[config.mk]
export PLATFORM = sky130hd
export DESIGN_NAME = quadrature_angle_tracker_core
export DESIGN_NICKNAME = d
export VERILOG_FILES = /design/src/rtl/qat_pkg.sv /design/src/rtl/quadrature_angle_tracker_core.sv
export SDC_FILE = /design/constraint.sdc
export NUM_CORES = 1
export LEC_CHECK = 0
export BUFFER_PORTS_ARGS = -buffer_cell sky130_fd_sc_hd__buf_2
export CAP_MARGIN = 20
export CORE_UTILIZATION = 45
export DETAILED_ROUTE_END_ITERATION = 8
export GPL_ROUTABILITY_DRIVEN = 0
export PLACE_DENSITY = 0.62
export SYNTH_ARGS = -nofsm -noshare
export SYNTH_HDL_FRONTEND = slang
export SYNTH_SLANG_ARGS = --single-unit
[constraint.sdc]
create_clock -name i_clk -period 4 [get_ports i_clk]
set_input_delay 0.2 -clock i_clk [delete_from_list [all_inputs] [get_ports i_clk]]
set_output_delay 0.2 -clock i_clk [all_outputs]
set_load 0.005 [all_outputs]
[src/rtl/qat_pkg.sv]
// ============================================================================
// Quadrature angle tracker package
// Shared widths, reset values, register indexes and decode helpers.
// ============================================================================
package qat_pkg;

    // Width of the internal angle counter.
    localparam int ANGLE_BITS = 11;

    // Width of every configuration register.
    localparam int CFG_BITS = 11;

    // Width of the output angle field and of the signed error field.
    localparam int ANGLE_OUT_BITS = 11;
    localparam int ERROR_OUT_BITS = 12;

    // The full difference is one bit wider than the wider operand.
    localparam int ERR_BITS = ((ANGLE_BITS > CFG_BITS) ? ANGLE_BITS : CFG_BITS) + 1;

    // Stream payload widths, padded to whole bytes.
    localparam int IN_DATA_BITS  = 8;
    localparam int OUT_FIELD_BITS = ANGLE_OUT_BITS + ERROR_OUT_BITS + 2 + 3;
    localparam int OUT_DATA_BITS = ((OUT_FIELD_BITS + 7) / 8) * 8;

    // Reset values.
    localparam logic [CFG_BITS-1:0] REF_ANGLE_RST   = CFG_BITS'(300);
    localparam logic [CFG_BITS-1:0] ANGLE_TOP_RST   = CFG_BITS'(1199);
    localparam logic [CFG_BITS-1:0] WIDE_BAND_RST   = CFG_BITS'(50);
    localparam logic [CFG_BITS-1:0] NARROW_BAND_RST = CFG_BITS'(10);
    localparam logic [ANGLE_BITS-1:0] ANGLE_RST     = ANGLE_BITS'(900);

    // The accumulator takes a step once its magnitude passes this limit.
    localparam logic signed [3:0] ACC_LIMIT = 4'sd3;

    // Configuration register indexes.
    typedef enum logic [1:0] {
        CFG_REF_ANGLE   = 2'd0,
        CFG_ANGLE_TOP   = 2'd1,
        CFG_WIDE_BAND   = 2'd2,
        CFG_NARROW_BAND = 2'd3
    } t_cfg_reg;

    // Rotation classes reported on the output.
    typedef enum logic [1:0] {
        ROT_CW        = 2'd0,
        ROT_CCW       = 2'd1,
        ROT_CW_CCW    = 2'd2,
        ROT_CCW_CW    = 2'd3
    } t_rot_class;

    // Signed step for a move from the previous phase to the current one.
    // Gray-code neighbors give one step; no change or a double jump gives none.
    function automatic logic signed [3:0] phase_delta(input logic [1:0] prev,
                                                      input logic [1:0] cur);
        logic signed [3:0] d;
        case ({prev, cur}) inside
            4'b0001, 4'b0111, 4'b1110, 4'b1000: d = 4'sd1;
            4'b0010, 4'b1011, 4'b1101, 4'b0100: d = -4'sd1;
            default:                            d = 4'sd0;
        endcase
        return d;
    endfunction

    // Two-step direction history (bit 1 previous, bit 0 latest; 1 = ccw)
    // mapped onto its rotation class.
    function automatic t_rot_class rot_class(input logic [1:0] hist);
        t_rot_class c;
        case (hist)
            2'b00:   c = ROT_CW;
            2'b11:   c = ROT_CCW;
            2'b01:   c = ROT_CW_CCW;
            default: c = ROT_CCW_CW;
        endcase
        return c;
    endfunction

endpackage

[src/rtl/quadrature_angle_tracker_core.sv]
// ============================================================================
// Quadrature angle tracker core
// Decodes one sample of a two-channel incremental encoder into a wrapping
// angle count, its error against a reference and tolerance indicators.
// ============================================================================
//
// Usage:
//   Each input request on the s_axis channel carries one sample of encoder
//   channels A and B. Every accepted sample produces exactly one result on
//   the m_axis channel: the angle, the signed error reference minus angle,
//   the rotation class from the last two steps, the wide and narrow band
//   indicators and a flag that marks a sample that moved the angle.
//   The configuration channel writes the reference angle, the wrap top and
//   the two bands by index; it is always ready and is used while idle.
//
// Timing:
//   The result sits behind two register stages. The first stage decodes
//   the phase step and updates the accumulator and angle counter; the
//   second forms the error and the band compares. One sample is accepted
//   every cycle, limited only by the result receiver.
//
// Reset and stall:
//   A synchronous active-low reset restores the register defaults, puts the
//   angle at 900, clears the phase, accumulator and history and drops both
//   pipeline stages. When the receiver stalls, the result holds, the first
//   stage still fills, and s_axis_tready falls once both stages are full.
// ----------------------------------------------------------------------------
module quadrature_angle_tracker_core (
    input  logic                                i_clk,
    input  logic                                i_rst_n,

    // Sample stream. tdata: [0] channel_a, [1] channel_b, [7:2] zero.
    input  logic                                s_axis_tvalid,
    output logic                                s_axis_tready,
    input  logic [qat_pkg::IN_DATA_BITS-1:0]    s_axis_tdata,

    // Result stream. tdata: [10:0] angle, [22:11] angle_error,
    // [24:23] rotation_class, [25] within_wide, [26] within_narrow,
    // [27] stepped, [31:28] zero.
    output logic                                m_axis_tvalid,
    input  logic                                m_axis_tready,
    output logic [qat_pkg::OUT_DATA_BITS-1:0]   m_axis_tdata,

    // Configuration writes.
    input  logic                                i_cfg_valid,
    output logic                                o_cfg_ready,
    input  logic [1:0]                          i_cfg_index,
    input  logic [qat_pkg::CFG_BITS-1:0]        i_cfg_data
);

    localparam int AB = qat_pkg::ANGLE_BITS;
    localparam int EB = qat_pkg::ERR_BITS;

    // Configuration registers.
    logic [qat_pkg::CFG_BITS-1:0] r_ref_angle;
    logic [AB-1:0]                r_angle_top;
    logic [qat_pkg::CFG_BITS-1:0] r_wide_band;
    logic [qat_pkg::CFG_BITS-1:0] r_narrow_band;

    // Decoder state.
    logic [1:0]        r_phase;
    logic signed [3:0] r_acc;
    logic [AB-1:0]     r_angle;
    logic [1:0]        r_hist;

    // First stage result.
    logic                r_s1_valid;
    logic [AB-1:0]       r_s1_angle;
    qat_pkg::t_rot_class r_s1_class;
    logic                r_s1_stepped;

    // Output register.
    logic                                 r_out_valid;
    logic [qat_pkg::OUT_DATA_BITS-1:0]    r_out_data;

    // Next values of the decoder state.
    logic [1:0]        n_phase;
    logic signed [3:0] n_acc;
    logic [AB-1:0]     n_angle;
    logic [1:0]        n_hist;
    logic              n_stepped;
    logic signed [3:0] w_sum;

    // Second stage arithmetic.
    logic signed [EB-1:0] w_err;
    logic [EB-1:0]        w_mag;
    logic                 w_wide;
    logic                 w_narrow;

    logic w_out_adv;
    logic w_accept;
    logic w_cfg_wr;

    // The output register frees up when empty or when its result is taken;
    // the first stage can take a sample when it is empty or can pass its own on.
    assign w_out_adv     = !r_out_valid || m_axis_tready;
    assign s_axis_tready = !r_s1_valid || w_out_adv;
    assign w_accept      = s_axis_tvalid && s_axis_tready;

    assign o_cfg_ready = 1'b1;
    assign w_cfg_wr    = i_cfg_valid && o_cfg_ready;

    assign m_axis_tvalid = r_out_valid;
    assign m_axis_tdata  = r_out_data;

    // Phase decode, accumulation and the angle count update.
    always_comb begin
        n_phase   = {s_axis_tdata[0], s_axis_tdata[1]};
        w_sum     = r_acc + qat_pkg::phase_delta(r_phase, n_phase);
        n_acc     = w_sum;
        n_angle   = r_angle;
        n_hist    = r_hist;
        n_stepped = 1'b0;
        if (w_sum > qat_pkg::ACC_LIMIT) begin
            n_hist    = {r_hist[0], 1'b1};
            n_angle   = (r_angle < r_angle_top) ? r_angle + AB'(1) : '0;
            n_acc     = 4'sd0;
            n_stepped = 1'b1;
        end else if (w_sum < -qat_pkg::ACC_LIMIT) begin
            n_hist    = {r_hist[0], 1'b0};
            n_angle   = (r_angle != '0) ? r_angle - AB'(1) : r_angle_top;
            n_acc     = 4'sd0;
            n_stepped = 1'b1;
        end
    end

    // Error against the reference and the two band compares.
    always_comb begin
        w_err    = $signed(EB'(r_ref_angle)) - $signed(EB'(r_s1_angle));
        w_mag    = w_err[EB-1] ? EB'(-w_err) : EB'(w_err);
        w_wide   = (w_mag <= EB'(r_wide_band));
        w_narrow = (w_mag <  EB'(r_narrow_band));
    end

    always_ff @(posedge i_clk) begin
        if (!i_rst_n) begin
            r_ref_angle   <= qat_pkg::REF_ANGLE_RST;
            r_angle_top   <= AB'(qat_pkg::ANGLE_TOP_RST);
            r_wide_band   <= qat_pkg::WIDE_BAND_RST;
            r_narrow_band <= qat_pkg::NARROW_BAND_RST;
            r_phase       <= 2'b00;
            r_acc         <= 4'sd0;
            r_angle       <= qat_pkg::ANGLE_RST;
            r_hist        <= 2'b00;
            r_s1_valid    <= 1'b0;
            r_out_valid   <= 1'b0;
        end else begin
            if (w_cfg_wr) begin
                unique case (qat_pkg::t_cfg_reg'(i_cfg_index))
                    qat_pkg::CFG_REF_ANGLE:   r_ref_angle   <= i_cfg_data;
                    qat_pkg::CFG_ANGLE_TOP:   r_angle_top   <= AB'(i_cfg_data);
                    qat_pkg::CFG_WIDE_BAND:   r_wide_band   <= i_cfg_data;
                    qat_pkg::CFG_NARROW_BAND: r_narrow_band <= i_cfg_data;
                    default: ;
                endcase
            end

            if (w_accept) begin
                r_phase <= n_phase;
                r_acc   <= n_acc;
                r_angle <= n_angle;
                r_hist  <= n_hist;
            end

            if (s_axis_tready) begin
                r_s1_valid <= w_accept;
            end

            if (w_out_adv) begin
                r_out_valid <= r_s1_valid;
            end
        end
    end

    // Payload registers carry no reset.
    always_ff @(posedge i_clk) begin
        if (w_accept) begin
            r_s1_angle   <= n_angle;
            r_s1_class   <= qat_pkg::rot_class(n_hist);
            r_s1_stepped <= n_stepped;
        end
        if (w_out_adv && r_s1_valid) begin
            r_out_data <= {
                (qat_pkg::OUT_DATA_BITS - qat_pkg::OUT_FIELD_BITS)'(0),
                r_s1_stepped,
                w_narrow,
                w_wide,
                r_s1_class,
                qat_pkg::ERROR_OUT_BITS'(w_err),
                qat_pkg::ANGLE_OUT_BITS'(r_s1_angle)
            };
        end
    end

    // The accumulator never rests beyond the step limit.
    a_acc_range: assert property (@(posedge i_clk) disable iff (!i_rst_n)
        (r_acc <= qat_pkg::ACC_LIMIT) && (r_acc >= -qat_pkg::ACC_LIMIT))
        else $error("step accumulator left its range");

    // An empty output register always leaves room for a new sample.
    a_ready_when_empty: assert property (@(posedge i_clk) disable iff (!i_rst_n)
        !r_out_valid |-> s_axis_tready)
        else $error("input stalled with an empty output register");

    // Every accepted sample lands in the first stage.
    a_accept_fills: assert property (@(posedge i_clk) disable iff (!i_rst_n)
        w_accept |=> r_s1_valid)
        else $error("accepted sample was lost");

    // A stalled result keeps the first stage occupied, so nothing is dropped.
    a_stall_holds: assert property (@(posedge i_clk) disable iff (!i_rst_n)
        (r_out_valid && !m_axis_tready && r_s1_valid) |=> r_s1_valid)
        else $error("first stage dropped a result under stall");

endmodule

==> results of run 1 <==
==> flip-flops by register name, indices dropped and copies added, names as in the netlist <==
register,flops
m_axis_tdata,28
r_acc,4
r_hist,2
r_angle,11
r_s1_valid,1
r_phase,2
r_angle_top,11
r_wide_band,11
m_axis_tvalid,1
r_s1_angle,11
r_narrow_band,11
r_s1_class,2
r_ref_angle,11
r_s1_stepped,1
==> area by class of cell <==
class | instances | area (um^2)
Clock inverter | 6 | 63.8
Timing Repair Buffer | 65 | 363
Clock buffer | 10 | 229
Fill cell | 1254 | 6410
Inverter | 66 | 248
Multi-Input combinational cell | 499 | 3250
Sequential cell | 107 | 2560
Tap cell | 176 | 220
==> metal layers <==
layer | wire [um] | vias to the layer above | part of all wire (%)
li1 | - | 2580 | -
met1 | 7140 | 2397 | 48
met2 | 6540 | 165 | 44
met3 | 789 | 23 | 5.3
met4 | 279 | 0 | 1.9
met5 | 0 | - | 0
==> cell families (layout without fill, tap and decap cells) <==
logic type      count (synthesis)  after routing  synth area share (%)
compound gates                177            177                  18.5
xor+xnor                       31             31                  4.49
fa+ha+maj                      53             53                  10.9
buf+inv                       104            147                  6.69
flops                         107            107                  41.2
mux                             4              4                 0.765
other cells                     2              5                 0.121
simple gates                  229            229                  17.3
==> placed cells by master, fill, tap and decap left out, types with 7 or more instances in the layout <==
cell	instances
nand2_1	120
dfxtp_1	65
inv_1	64
a21oi_1	62
ha_1	51
buf_2	50
edfxtp_1	42
nor2_1	27
nand3_1	26
o21ai_0	26
xnor2_1	16
buf_4	15
o211ai_1	14
xor2_1	14
a31oi_1	12
clkbuf_16	9
o21a_1	8
nand4_1	8
nor2b_1	7
nor3_1	7
o22ai_1	7
==> worst max path at each step <==
stage / end / slack (ps) / depth (start not counted)
floorplan: r_s1_class[0] / 310 / 15
global placement: m_axis_tdata[25] / 390 / 17
detailed placement: m_axis_tdata[25] / 280 / 14
CTS: m_axis_tdata[25] / 230 / 14
global route: m_axis_tdata[25] / 3 / 16
finish: m_axis_tdata[25] / 280 / 17
==> worst register-to-register path, delay by kind of cell, from the launching register on <==
kind,cells,cell delay (ps)
DFF,1,310
xor gates and xnor gates,2,480
and+or+nand+nor,4,740
adders and majority gates,3,910
buffers and inverters,2,120
AOI/OAI and AO/OA,6,1010
==> repair_timing <==
item	CTS	global route
buffers inserted	0	0
endpoints found under the setup margin	0	1
resized for setup	0	1
==> power breakdown <==
group / total (uW) / switching (uW) / internal, uW / leakage [uW]
clock: 897 / 410 / 488 / 0.000141
combinational: 1160 / 668 / 494 / 0.00178
sequential: 1310 / 59.3 / 1250 / 0.000931
total: 3370 / 1140 / 2230 / 0.00285
==> per-stage QoR <==
stage / setup WS [ps] / utilization, %
finish: 277 / 52.0
global route: 2.83 / 52.0
CTS: 231 / 51.9
detailed placement: 279 / 49.7
global placement: 389 / 49.7
floorplan: 314 / -
==> impl_metrics.csv, run 1 <==
group,metric,value,unit
logic_synthesis,synth_area_per_cell,8.79,um^2
logic_synthesis,synth_most_common_cell,"nand2_1",
drt,wl_per_cell,15.9,um
drt,detailroute.via_count,5165,
logic_synthesis,ys_ff_latch,107,
drt,postRouteAntennaNets,0,
drt,detailedRoute.firstIterationViolations,398,
floorplan,row_count,42,
sta,unrepaired_setup_endpoints_after_global_routing,"false",
finish,final-instance-count-excl-fill,929,
setup_path,critical_path.max_stage_delay,420,ps
setup_path,setup.worst_path.end_class,"register",
drt,avgViaCountPerCell,5.56,
worst_hold_path,hold_path_end,"r_s1_valid",
sta,timing.hold.ws,72.1,ps
setup_path,rrSetupSlack,280,ps
floorplan,initial_core_util,46.5,%
finish,drive_gt1_share,12.9,%
clocking,tritoncts_num_sinks,107,
setup_path,setup_crit_start_kind,"register",
floorplan,die_area,14300,um^2
clocking,clock_tree.buffer_depth,2,
place,place_inst,911,
clocking,cts_max_level,3,
finish,layout-area-overhead-vs-synth,11.7,%
setup_path,r2r_start,"r_ref_angle[0]",
global_route,grt_busiest_layer,"met2",
place,portBuffers,49,
place,dp_hpwl,11.1,mm
global_route,gr-total-overflow,0,
setup_path,critical_path.top_delay_family,"compound AO/OA/AOI/OAI gates",
floorplan,height_of_the_die,119,um
logic_synthesis,synthTopCellsByCount,"nand2_1, dfxtp_1, inv_1",
drt,drt_wl_total,14.8,mm
clocking,clk_root_buffer_cell,"clkbuf_16",
finish,antenna_cell_count,0,
sta,finalHoldViolations,0,
finish,final_nets,827,
clocking,clock_latency,350,ps
worst_hold_path,timing.hold.worst.class,"in -> reg",
logic_synthesis,ys_seq_area_share,41.2,%
run_status,status,"completed",
pwr,ir_worst_vdd,0.181,mV
sta,timing.fmax,269,MHz
global_route,initial_antenna_violation_count,0,
sta,min_period_over_period,93.1,%
global_route,grt_pass1_vias,4657,
floorplan,io_pins,61,
pwr,leakage_power_total,0.00285,uW
sta,period_needed,3720,ps
global_route,use_met1,30.6,%
logic_synthesis,synthCells,707,
logic_synthesis,number_of_enable_type_register_cells_in_the_synthesized_netlist,42,
logic_synthesis,synthDistinctLibCells,70,
setup_path,worst_setup_path_startpoint,"r_ref_angle[0]",
global_route,grt_met2_use,31.9,%
pwr,design_power_total,3370,uW
flow_run,max-cap-violations,0,
clocking,cts_made_buffers,9,
logic_synthesis,synth_area_leader_cell,"dfxtp_1",
global_route,globalRouteTotalUtil,21.3,%
clocking,cts_tree,"yes",
finish,layout.cell_area.non_filler,6940,um^2
floorplan,chip_width,119,um
logic_synthesis,synth.top_cells.by_area,"dfxtp_1, edfxtp_1, ha_1",
global_route,global_route_wire_length_before_repair,23.6,mm
sta,slew_headroom,51.6,%
setup_path,worst_reg_to_reg_path_cell_count,17,
setup_path,worst-endpoint-arrival,3940,ps
global_route,grt_max_degree,43,
clocking,clk_transition_reported_paths,70,ps
global_route,grtUsageMet3,3.52,%
floorplan,placeableCoreArea,13300,um^2
clocking,cts.hold.buffers_added,0,
worst_hold_path,min_from,"s_axis_tvalid",
place,placed_cell_area,6630,um^2
sta,timing_worst_slew_pin_value,705,ps
setup_path,worst_ep_required_time,4220,ps
logic_synthesis,synth_top_area_share,20.9,%
setup_path,slowest_stage,"fa_1",
setup_path,critical_path.reg2reg.endpoint,"m_axis_tdata[25]",
sta,final.setup_skew,10.9,ps
sta,total_negative_setup_slacks,0,ps
logic_synthesis,post_synth_arst_share,0,%
sta,setup_viol,0,
drt,firstDrtPassIters,5,
logic_synthesis,ys.warnings.count,0,
worst_hold_path,worstHoldPathCells,3,
setup_path,critical_path_peak_fanout,3,
setup_path,crit_path_cell_trace,"inv_1, ha_1, inv_1, fa_1, a21o_1, a21oi_1, xor2_1, nand2_1, nor3_2, a31oi_1, xnor2_1, ha_1, a22o_1, nor4_1, nor2b_1, a221o_1, o31a_1",
setup_path,worstSetupPathType,"reg -> reg",
logic_synthesis,mappedNetlistArea,6210,um^2
pwr,power-per-cell-area,485,nW/um^2
sta,pins_over_slew_limit,0,
drt,drc_errors,0,
logic_synthesis,dominant_register_cell_in_the_synthesized_netlist,"dfxtp_1",
setup_path,critical_path_buf_inv_count,2,
(Power assumes the default switching activity.)
==> run 2: changes to the inputs <==
--- a/config.mk
+++ b/config.mk
@@ -5,6 +5,7 @@
 export SDC_FILE = /design/constraint.sdc
 export NUM_CORES = 1
 export LEC_CHECK = 0
+export ABC_AREA = 1
 export BUFFER_PORTS_ARGS = -buffer_cell sky130_fd_sc_hd__buf_2
 export CAP_MARGIN = 20
 export CORE_UTILIZATION = 45
==> impl_metrics.csv, run 2 <==
group,metric,value,unit
logic_synthesis,synthTopCellsByCount,"nand2_1, inv_1, a21oi_1, dfxtp_1, nor2_1",
pwr,net_switching_power,1340,uW
finish,drive_gt1_share,9.97,%
global_route,grt_pass1_vias,5157,
finish,final_nets,997,
logic_synthesis,synth_simple_gate_area_share,26.2,%
clocking,resize_count_post_cts,0,
drt,drc_errors,0,
place,portBuffers,49,
logic_synthesis,post_synth_arst_share,0,%
pwr,pwr-share-seq,37.1,%
logic_synthesis,synth_area_per_cell,7.43,um^2
sta,timing.hold.ws,140,ps
place,place_inst,1087,
finish,final-instance-count-excl-fill,1103,
finish,antenna_cell_count,0,
sta,final.setup_skew,9.90,ps
logic_synthesis,synthDistinctLibCells,39,
logic_synthesis,synth_area_leader_cell,"dfxtp_1",
global_route,initial_antenna_violation_count,0,
logic_synthesis,synth-xor-area-share,2.28,%
logic_synthesis,ys_ff_latch,107,
drt,detailroute.via_count,5501,
setup_path,worst_reg_to_reg_path_cell_count,24,
sta,period_needed,3490,ps
global_route,gr-total-overflow,0,
clocking,clk_transition_reported_paths,70,ps
logic_synthesis,synth_top_area_share,19.9,%
setup_path,worstSetupPathType,"reg -> reg",
drt,firstDrtPassIters,5,
floorplan,io_pins,61,
clocking,postCtsSetupRepairBufs,0,
setup_path,critical_path.reg2reg.endpoint,"m_axis_tdata[25]",
clocking,cts_made_buffers,9,
logic_synthesis,mappedNetlistArea,6530,um^2
finish,layout-area-overhead-vs-synth,10.4,%
sta,timing_worst_slew_pin_value,593,ps
floorplan,initial_core_util,46.5,%
finish,largest_reg_flops,28,
pwr,power.clock.fraction,25.7,%
setup_path,worst-endpoint-arrival,3600,ps
setup_path,setup_crit_start_kind,"register",
pwr,power.combinational.fraction,37.2,%
clocking,cts_tree,"yes",
finish,layout.cell_area.non_filler,7210,um^2
logic_synthesis,compound_gate_fraction_of_synth_area,11.1,%
drt,avgViaCountPerCell,4.99,
sta,finalHoldViolations,0,
pwr,share_of_total_power_consumed_by_net_switching,36.7,%
logic_synthesis,muxShareOfSynthArea,0,%
setup_path,worst_ep_required_time,4120,ps
floorplan,chip_width,122,um
sta,total_negative_setup_slacks,0,ps
logic_synthesis,synthCells,878,
place,dp_hpwl,11.6,mm
pwr,design_power_total,3650,uW
global_route,grt_max_degree,48,
setup_path,rrSetupSlack,510,ps
logic_synthesis,number_of_enable_type_register_cells_in_the_synthesized_netlist,42,
logic_synthesis,synth_top_family_by_area,"simple AND/OR/NAND/NOR gates",
worst_hold_path,timing.hold.worst.class,"in -> reg",
setup_path,r2r_start,"r_s1_angle[0]",
clocking,clock_tree.buffer_depth,2,
sta,min_period_over_period,87.2,%
floorplan,die_area,15000,um^2
sta,slew_headroom,60.2,%
floorplan,row_count,43,
finish,fillerInstances,1395,
logic_synthesis,synth_most_common_cell,"nand2_1",
finish,layout_common_cells,"nand2_1, inv_1, dfxtp_1",
logic_synthesis,ys_seq_area_share,39.3,%
sta,timing.fmax,287,MHz
floorplan,placeableCoreArea,14000,um^2
drt,drt_wl_total,15.5,mm
setup_path,setup.worst_path.end_class,"register",
sta,unrepaired_setup_endpoints_after_global_routing,"false",
drt,postRouteAntennaNets,0,
setup_path,critical_path_peak_fanout,5,
finish,layout.cells.most_common,"nand2_1",
drt,wl_per_cell,14.0,um
logic_synthesis,dominant_register_cell_in_the_synthesized_netlist,"dfxtp_1",
global_route,globalRouteTotalUtil,22.3,%
sta,setup_viol,0,
worst_hold_path,worstHoldPathCells,4,
clocking,cts_max_level,3,
run_status,status,"completed",
logic_synthesis,adder_and_majority_gate_portion_of_the_synthesized_area,10.4,%
clocking,clock_latency,360,ps
floorplan,height_of_the_die,122,um
sta,pins_over_slew_limit,0,
pwr,power-per-cell-area,507,nW/um^2
logic_synthesis,ys.warnings.count,0,
clocking,cts.hold.buffers_added,0,
worst_hold_path,hold_path_end,"m_axis_tvalid",
pwr,ir_worst_vdd,0.191,mV
setup_path,worst_setup_path_startpoint,"r_s1_angle[0]",
pwr,internal_pwr_total,2310,uW
drt,detailedRoute.firstIterationViolations,327,
clocking,clk_root_buffer_cell,"clkbuf_16",
pwr,leakage_power_total,0.00364,uW
logic_synthesis,synth.top_cells.by_area,"dfxtp_1, edfxtp_1, nand2_1",
clocking,tritoncts_num_sinks,107,
flow_run,max-cap-violations,0,
worst_hold_path,min_from,"m_axis_tready",
global_route,global_route_wire_length_before_repair,25.6,mm
place,placed_cell_area,6900,um^2
## run 2: changes by cell type in the layout (fill, tap and decap cells not counted), sizes merged, moves of 29 or more
cell / delta
o21ai: +29
nand3: +34
nand2: +115
inv: +68
nor2: +41
## run 2: routing by layer
metal	share of wire [%]	routed length, um	global-route usage, %
met3	2.7	415	3.25
met4	1.2	182	7.24
met2	50	7690	38.5
met1	46	7180	28.5
met5	0	0	0
## run 2: cell families (layout without fill, tap and decap cells)
group,Yosys count,in the layout
and+or+nand+nor,395,395
xor gates and xnor gates,17,17
DFF,107,107
AOI/OAI and AO/OA,136,136
buffers and inverters,168,210
other,2,5
adders and majority gates,53,53
## run 2: per-stage QoR
stage | setup slack (ps) | utilization, %
floorplan | 847 | -
global placement | 582 | 49.1
detailed placement | 566 | 49.1
CTS | 540 | 51.3
global route | 192 | 51.3
finish | 511 | 51.3
## run 2: final cells by class
type / instances / area, um^2 / share of cell area, %
clock buffer: 10 / 229 / 3.18
multi-input combinational: 606 / 3290 / 45.6
inverter: 137 / 517 / 7.17
sequential: 107 / 2560 / 35.6
timing repair buffer: 57 / 305 / 4.24
tap: 180 / 225 / 3.13
clock inverter: 6 / 80.1 / 1.11
## run 2: how the worst max path moves through the flow
stage	to	slack, ps	depth (start not counted)
finish	m_axis_tdata[25]	510	24
floorplan	r_s1_class[0]	850	18
detailed placement	m_axis_tdata[25]	570	24
global placement	m_axis_tdata[25]	580	24
global route	m_axis_tdata[25]	190	21
CTS	m_axis_tdata[25]	540	24
## run 2: worst max-delay path: stages (launching register included)
cell and delay, ps:
edfxtp_1 400, ha_1 200, inv_1 180, fa_1 470, inv_1 140, nand2_1 80
nor2_2 120, nand3_1 80, nor2_1 150, nand3_1 140, nand2_1 100, xor2_1 160
inv_1 90, ha_1 290, nand2_1 80, nor2_1 100, nand2_1 60, nand3b_1 80
nand2_1 50, nand2_1 50, nand2_1 40, nand2_1 50, nand2_1 50, nand2_1 60
inv_1 40
## run 2: power by group through the flow
| stage | Clock [uW] | Combinational [uW] | Sequential, uW |
|---|---|---|---|
| finish | 940 | 1360 | 1360 |
| floorplan | 0 | 1040 | 1340 |
| CTS | 963 | 1370 | 1360 |
| global placement | 0 | 1340 | 1380 |
| global route | 1000 | 1580 | 1370 |
| detailed placement | 0 | 1360 | 1380 |
==> run 3: changes to the inputs <==
--- a/config.mk
+++ b/config.mk
@@ -12,6 +12,7 @@
 export DETAILED_ROUTE_END_ITERATION = 8
 export GPL_ROUTABILITY_DRIVEN = 0
 export PLACE_DENSITY = 0.62
+export REMOVE_ABC_BUFFERS = 1
 export SYNTH_ARGS = -nofsm -noshare
 export SYNTH_HDL_FRONTEND = slang
 export SYNTH_SLANG_ARGS = --single-unit
==> constraint.sdc (replaced) <==
create_clock -name i_clk -period 3.9 [get_ports i_clk]
set_input_delay 0.195 -clock i_clk [delete_from_list [all_inputs] [get_ports i_clk]]
set_output_delay 0.195 -clock i_clk [all_outputs]
set_load 0.005 [all_outputs]
==> impl_metrics.csv, run 3 (synthesis gave the netlist of run 2 again) <==
group,metric,value,unit
run_status,status,"completed",
clocking,cts_max_level,3,
drt,detailedRoute.firstIterationViolations,320,
clocking,postCtsSetupRepairBufs,0,
drt,postRouteAntennaNets,0,
sta,total_negative_setup_slacks,0,ps
global_route,grt_max_degree,47,
clocking,clock_latency,360,ps
clocking,clock_tree.buffer_depth,2,
sta,timing_worst_slew_pin_value,845,ps
clocking,cts_made_buffers,9,
finish,drive_gt1_share,10.1,%
global_route,globalRouteTotalUtil,22.1,%
finish,final_nets,995,
setup_path,worst_setup_path_startpoint,"r_s1_angle[0]",
clocking,cts_tree,"yes",
global_route,global_route_wire_length_before_repair,25.3,mm
finish,antenna_cell_count,0,
worst_hold_path,timing.hold.worst.class,"in -> reg",
floorplan,placeableCoreArea,14000,um^2
sta,unrepaired_setup_endpoints_after_global_routing,"false",
setup_path,worst_ep_required_time,4020,ps
setup_path,rrSetupSlack,520,ps
floorplan,initial_core_util,46.5,%
floorplan,io_pins,61,
worst_hold_path,hold_path_end,"m_axis_tvalid",
finish,layout.cells.most_common,"nand2_1",
drt,firstDrtPassIters,5,
worst_hold_path,worstHoldPathCells,4,
sta,slew_headroom,43.5,%
global_route,gr-total-overflow,0,
setup_path,most_used_cell_along_the_critical_path,"nand2_1",
global_route,initial_antenna_violation_count,0,
setup_path,critical_path.reg2reg.endpoint,"m_axis_tdata[25]",
sta,timing.hold.ws,131,ps
place,dp_hpwl,11.6,mm
floorplan,height_of_the_die,122,um
setup_path,worst_reg_to_reg_path_cell_count,24,
floorplan,row_count,43,
setup_path,slowest_stage,"fa_1",
sta,finalHoldViolations,0,
setup_path,worstSetupPathType,"reg -> reg",
setup_path,setup.worst_path.end_class,"register",
finish,layout_common_cells,"nand2_1, inv_1, dfxtp_1",
setup_path,critical_path_peak_fanout,5,
pwr,design_power_total,3640,uW
sta,pins_over_slew_limit,0,
finish,largest_reg_flops,28,
setup_path,r2r_start,"r_s1_angle[0]",
setup_path,setup_crit_start_kind,"register",
global_route,grt_pass1_vias,5078,
flow_run,max-cap-violations,0,
drt,wl_per_cell,13.9,um
sta,setup_ws,522,ps
pwr,leakage_power_total,0.00362,uW
floorplan,chip_width,122,um
pwr,power-per-cell-area,508,nW/um^2
floorplan,die_area,15000,um^2
sta,min_period_over_period,86.6,%
clocking,clk_root_buffer_cell,"clkbuf_16",
clocking,tritoncts_num_sinks,107,
sta,timing.fmax,296,MHz
sta,final.setup_skew,9.10,ps
place,pre_cts_slack,423,ps
drt,avgViaCountPerCell,4.94,
drt,detailroute.via_count,5437,
finish,layout-area-overhead-vs-synth,9.70,%
pwr,ir_worst_vdd,0.276,mV
worst_hold_path,min_from,"m_axis_tready",
sta,setup_viol,0,
place,portBuffers,49,
sta,period_needed,3380,ps
setup_path,crit_path_cell_trace,"ha_1, inv_2, fa_1, inv_1, nand2_1, nor2_2, nand3_1, nor2_1, nand3_1, nand2_1, xor2_1, inv_1, ha_1, nand2_1, nor2_1, nand2_1, nand3b_1, nand2_1, nand2_1, nand2_1, nand2_1, nand2_1, nand2_1, inv_1",
drt,drt_wl_total,15.3,mm
clocking,clk_transition_reported_paths,80,ps
setup_path,critical_path.max_stage_delay,440,ps
setup_path,worst-endpoint-arrival,3500,ps
drt,drc_errors,0,
[run 3: cell count changes in the layout (fill, tap and decap cells not counted)]
cell / delta
inv_2: +1
inv_8: +1
clkinv_1: -2
buf_4: -2
clkinv_4: +2
inv_6: +1
inv_1: -1
bufinv_16: -2
[run 3: stage by stage]
stage                     utilization (%)  cell area, um^2  cells
after floorplan                         -             6360    850
after detailed placement             49.0             6880   1085
after CTS                            51.0             7160   1101
final                                51.0             7160   1101
after global placement               49.0             6880   1085
after global routing                 51.0             7160   1101
[run 3: what timing repair did]
action	in CTS	in global routing
resized for setup	0	1
hold buffers	0	0
endpoints found under the setup margin	0	1
[run 3: worst max-delay path by stage]
stage	end	slack [ps]	cells past startpoint
after floorplan	r_s1_class[0]	560	17
after global placement	m_axis_tdata[25]	460	24
after detailed placement	m_axis_tdata[25]	420	24
after CTS	m_axis_tdata[25]	390	24
after global routing	m_axis_tdata[25]	50	24
final	m_axis_tdata[25]	520	24
[run 3: cell type report]
cell class	count	area (um^2)
fillers	1418	6880
multi-input cells	606	3290
flip-flops and latches	107	2560
inverters	137	517
repair buffers	55	290
clock buffers	10	229
well taps	180	225
clock inverters	6	50.0
[run 3: critical path, delay by kind of cell (launching register included)]
family                     cells  cell delay, ps
and+or+nand+nor               16            1240
DFF                            1             410
buffers and inverters          4             340
adders and majority gates      3             950
xor gates and xnor gates       1             200
[run 3: where the power goes]
part	internal (uW)	total (uW)	switching, uW
Sequential	1310	1390	78.9
Clock	442	884	442
Combinational	500	1370	867
Total	2250	3640	1390
[run 3: routing by layer]
metal / up-vias / share of wire (%) / GRT usage, %
met5: - / 0 / 0
met4: 0 / 1.6 / 7.24
met3: 16 / 4.0 / 3.67
met2: 76 / 49 / 38.1
met1: 2431 / 45 / 28.0
li1: 2914 / - / -
